==> src/design/tsm_pkg.sv <==
// package for the typed stack machine: cell kinds, opcodes, status codes
// no dependencies
package tsm_pkg;

  localparam int unsigned StackDepth = 63;
  localparam int unsigned SpW = $clog2(StackDepth + 1);
  localparam int unsigned AddrW = $clog2(StackDepth);
  localparam int unsigned QueueDepth = 2;

  typedef enum logic [1:0] {
    KIND_ERR  = 2'd0,
    KIND_NUM  = 2'd1,
    KIND_BOOL = 2'd2
  } kind_e;

  typedef enum logic [1:0] {
    ST_NONE      = 2'd0,
    ST_OVERFLOW  = 2'd1,
    ST_UNDERFLOW = 2'd2,
    ST_TYPE      = 2'd3
  } status_e;

  typedef enum logic [3:0] {
    OP_NOP   = 4'd0,
    OP_PUSH  = 4'd1,
    OP_ADD   = 4'd2,
    OP_SUB   = 4'd3,
    OP_MUL   = 4'd4,
    OP_DIV   = 4'd5,
    OP_POP   = 4'd6,
    OP_DUP   = 4'd7,
    OP_INC   = 4'd8,
    OP_DEC   = 4'd9,
    OP_TRUE  = 4'd10,
    OP_FALSE = 4'd11,
    OP_EQ    = 4'd12,
    OP_NOT   = 4'd13,
    OP_AND   = 4'd14,
    OP_OR    = 4'd15
  } opcode_e;

  localparam logic [31:0] ErrUnderflow = 32'd2;
  localparam logic [31:0] ErrType = 32'd3;

  // decoded instruction handed from front to back
  typedef struct packed {
    opcode_e     op;
    logic [31:0] value;
    logic [1:0]  n_pops;
    logic        pushes;
  } instr_t;

endpackage

==> src/design/tsm_front.sv <==
// front end: accepts instructions, classifies them, queues them for the back end
// depends on tsm_pkg
module tsm_front (
  input  logic             clk_i,
  input  logic             rst_ni,
  input  logic             in_valid_i,
  output logic             in_ready_o,
  input  logic [3:0]       opcode_i,
  input  logic [31:0]      push_value_i,
  output logic             q_valid_o,
  input  logic             q_ready_i,
  output tsm_pkg::instr_t  q_instr_o
);

  localparam int unsigned PtrW = $clog2(tsm_pkg::QueueDepth);

  tsm_pkg::instr_t          mem_q [tsm_pkg::QueueDepth];
  logic [PtrW-1:0]          wr_q, rd_q;
  logic [PtrW:0]            cnt_q;
  tsm_pkg::instr_t          dec;
  logic                     push_en, pop_en;

  always_comb begin
    dec.op = tsm_pkg::opcode_e'(opcode_i);
    dec.value = push_value_i;
    dec.n_pops = 2'd0;
    dec.pushes = 1'b0;
    unique case (dec.op)
      tsm_pkg::OP_PUSH, tsm_pkg::OP_DUP, tsm_pkg::OP_TRUE, tsm_pkg::OP_FALSE: begin
        dec.pushes = 1'b1;
      end
      tsm_pkg::OP_POP, tsm_pkg::OP_INC, tsm_pkg::OP_DEC, tsm_pkg::OP_NOT: begin
        dec.n_pops = 2'd1;
      end
      tsm_pkg::OP_ADD, tsm_pkg::OP_SUB, tsm_pkg::OP_MUL, tsm_pkg::OP_DIV,
      tsm_pkg::OP_EQ, tsm_pkg::OP_AND, tsm_pkg::OP_OR: begin
        dec.n_pops = 2'd2;
      end
      default: ;
    endcase
  end

  assign in_ready_o = (cnt_q != (PtrW+1)'(tsm_pkg::QueueDepth));
  assign q_valid_o  = (cnt_q != '0);
  assign q_instr_o  = mem_q[rd_q];
  assign push_en    = in_valid_i && in_ready_o;
  assign pop_en     = q_valid_o && q_ready_i;

  always_ff @(posedge clk_i) begin
    if (push_en) begin
      mem_q[wr_q] <= dec;
    end
  end

  always_ff @(posedge clk_i or negedge rst_ni) begin
    if (!rst_ni) begin
      wr_q <= '0;
      rd_q <= '0;
      cnt_q <= '0;
    end else begin
      if (push_en) wr_q <= wr_q + 1'b1;
      if (pop_en) rd_q <= rd_q + 1'b1;
      cnt_q <= cnt_q + (PtrW+1)'(push_en) - (PtrW+1)'(pop_en);
    end
  end

endmodule

==> config.mk <==
export PLATFORM = sky130hd
export DESIGN_NAME = tsm_front
export DESIGN_NICKNAME = d
export VERILOG_FILES = /design/src/design/tsm_pkg.sv /design/src/design/tsm_front.sv
export SDC_FILE = /design/constraint.sdc
export NUM_CORES = 1
export LEC_CHECK = 0
export BUFFER_PORTS_ARGS = -buffer_cell sky130_fd_sc_hd__clkbuf_2
export CORE_MARGIN = 3
export CORE_UTILIZATION = 52
export DETAILED_ROUTE_END_ITERATION = 8
export PLACE_DENSITY_LB_ADDON = 0.25
export SLEW_MARGIN = 40
export SYNTH_ARGS = -nofsm -noshare
export SYNTH_HDL_FRONTEND = slang
export SYNTH_SLANG_ARGS = --single-unit
export TNS_END_PERCENT = 20
==> constraint.sdc <==
create_clock -name clk_i -period 3.4 [get_ports clk_i]
set_input_delay 0.68 -clock clk_i [delete_from_list [all_inputs] [get_ports clk_i]]
set_output_delay 0.68 -clock clk_i [all_outputs]
set_load 0.05 [all_outputs]
==> flow_summary.json <==
{
  "slew_headroom_pct": 63.7,
  "yosys.area_share.xor_xnor_pct": 1.13,
  "critPathCapture": "q_instr_o[1]",
  "vias": 1626,
  "synth_simple_gate_area_share_pct": 2.46,
  "fmax_mhz": 384,
  "cp_data_required_time_ns": 2.72,
  "regArea_um2": 2440,
  "cts_hold_buf": 0,
  "vias_per_cell": 5.11,
  "slew_violations": 0,
  "synth_top_cell_by_area": "edfxtp_1",
  "ys_seq_area_share_pct": 78.8,
  "max_cap_viol_count": 0,
  "r2r_start": "cnt_q[1]",
  "wl_met1_um": 2150,
  "skew_ns": 0.00371,
  "grt_pass1_vias": 1613,
  "synthMuxAreaShare_pct": 14.2,
  "dp_hpwl_um": 3210,
  "clk_latency_ns": 0.33,
  "drive_above_1_share_pct": 55.7,
  "synth_area_um2": 3100,
  "wl_met3_um": 314,
  "coreArea_um2": 5640,
  "cp_num_cells": 3,
  "setup_tns_ns": 0,
  "grt_pass1_wl_um": 7940,
  "clockBufferDepth": 2,
  "post-route-min-period_ns": 2.60,
  "clk_pin_slew_ns": 0.07,
  "leakage_nw": 1.43,
  "firstDrtPassIters": 4,
  "drc": 0,
  "grt_max_degree": 40,
  "post-route-period-util_pct": 76.5,
  "cts-buffers-inserted": 9,
  "cp_slowest_cell": "dfrtp_2",
  "diodes": 0,
  "cp.arrival_ns": 1.92,
  "worstSetupStartpoint": "rd_q",
  "hp-class": "in2async",
  "post_cts_buffers": 0,
  "synth_cells": 151,
  "n_fill_cell": 396,
  "setup_viol": 0,
  "ff2ff_path_depth": 4,
  "synth_area_leaders": "edfxtp_1 (76%), mux2_2 (14%), dfrtp_1 (3.2%)",
  "h-tree-depth": 3,
  "cts_resized": 0,
  "fin_hold_ws_ns": 0.149,
  "worstSetupStartpointType": "register",
  "synth-seq-cells": 82,
  "portBuffers": 80,
  "cts_sinks": 82,
  "crit_path_max_fanout": 22,
  "syn_nets": 193,
  "postRouteAntennaNets": 0,
  "root_buffer": "clkbuf_8",
  "criticalPathCategory": "reg2out",
  "slowest_delay_ns": 0.69,
  "synth.distinct_cells": 21,
  "synth_top_area_share_pct": 75.6,
  "async_flop_share_pct": 4.88,
  "synthFlopType": "edfxtp_1",
  "syn_to_final_growth_pct": 20.5,
  "cts_tree": "done",
  "status": "finished clean",
  "rsz0062_at_grt": "false",
  "crit_buf_inv": 2,
  "final_core_util_pct": 66.2,
  "nets": 283,
  "grt_overflow": 0,
  "drt-initial-drc-count": 51,
  "routed.top_layer": "met4",
  "synth_edf_count": 78,
  "synth_top_family_by_area": "multiplexers",
  "wl_per_cell_um": 15.3,
  "yosys-top-cells-count": "edfxtp_1 (78), mux2_2 (39), buf_6 (4), dfrtp_1 (4)",
  "hold_violations": 0,
  "regToRegSetupSlack_ns": 1.58,
  "dieArea_um2": 6920,
  "die-width_um": 83.2,
  "gp_congestion": 0.715,
  "multi_input_area_um2": 616,
  "path_cells": "buf_4 -> mux2_2 -> clkbuf_2",
  "track_usage_pct": 15.0,
  "path_delay_family": "flip-flops",
  "antenna_found_initial": 0,
  "r2r_end": "mem_q[0][24]",
  "p_total_mw": 3.65,
  "syn_avg_cell_area_um2": 20.5,
  "dr_wl_met2_um": 2310,
  "worstMarginPinSlew_ns": 0.545,
  "drt-total-wl_um": 4850,
  "io_pins": 81,
  "die_y_um": 83.2,
  "critPathCaptureType": "primary output",
  "rows": 27,
  "start_util_pct": 54.9,
  "synth_warnings": 0,
  "powerDensity_nw_per_um2": 977,
  "synth-compound-area-share_pct": 0.889,
  "yosys.area_share.adder_pct": 0.808,
  "synth_most_common_cell": "edfxtp_1",
  "peakVddDrop_v": 0.000536
}
## power breakdown
group | switching, mW | leakage [nW] | total, mW | internal [mW]
Clock | 0.303 | 0.0796 | 0.559 | 0.256
Combinational | 1.15 | 0.577 | 1.59 | 0.447
Sequential | 0.108 | 0.771 | 1.49 | 1.39
## how the worst min path moves through the flow
stage,endpoint,slack [ns],cells past startpoint
detailed placement,cnt_q[1],0.49,1
floorplan,cnt_q[0],0.38,0
CTS,cnt_q[1],0.13,1
finish,cnt_q[1],0.15,1
global route,cnt_q[1],0.13,1
global placement,cnt_q[1],0.48,1
## metal layers
layer / vias up / track usage (%)
met5: - / 0
met4: 0 / 7.58
met3: 9 / 4.76
met2: 55 / 23.1
met1: 792 / 19.1
li1: 770 / -
## cell type report
cell class                      count  share of cell area [%]
Clock buffer                       11                    3.52
Clock inverter                      5                   0.570
Inverter                            2                   0.201
Multi-Input combinational cell     63                    16.5
Sequential cell                    82                    65.5
Tap cell                           72                    2.41
Timing Repair Buffer               83                    11.3
## sequential cells by signal, summed over array words and instances, names as in the netlist
name / count
mem_q: 78
wr_q: 1
cnt_q: 2
rd_q: 1
## metrics by stage
step | instances | cell area [um^2] | worst slack [ns]
global route | 318 | 3730 | 0.693
global placement | 302 | 3580 | 1.15
floorplan | 151 | 3100 | 0.296
finish | 318 | 3730 | 0.799
detailed placement | 302 | 3580 | 1.13
CTS | 318 | 3730 | 0.760
## layout by cell type (no fill, tap or decap), drive strengths merged, types with 2 or more instances in the layout
cell,n
ha,2
buf,3
xnor2,3
edfxtp,78
mux2,39
o21ai,2
clkinv,5
a21oi,2
dfrtp,4
inv,2
nor2b,2
clkbuf,91
nand2,3
## cell families after synthesis
family	after synthesis
flops	82
fa+ha+maj	2
compound gates	5
simple gates	13
buf+inv	6
xor+xnor	4
mux	39
Note: power is estimated with default switching activity, not from simulation.
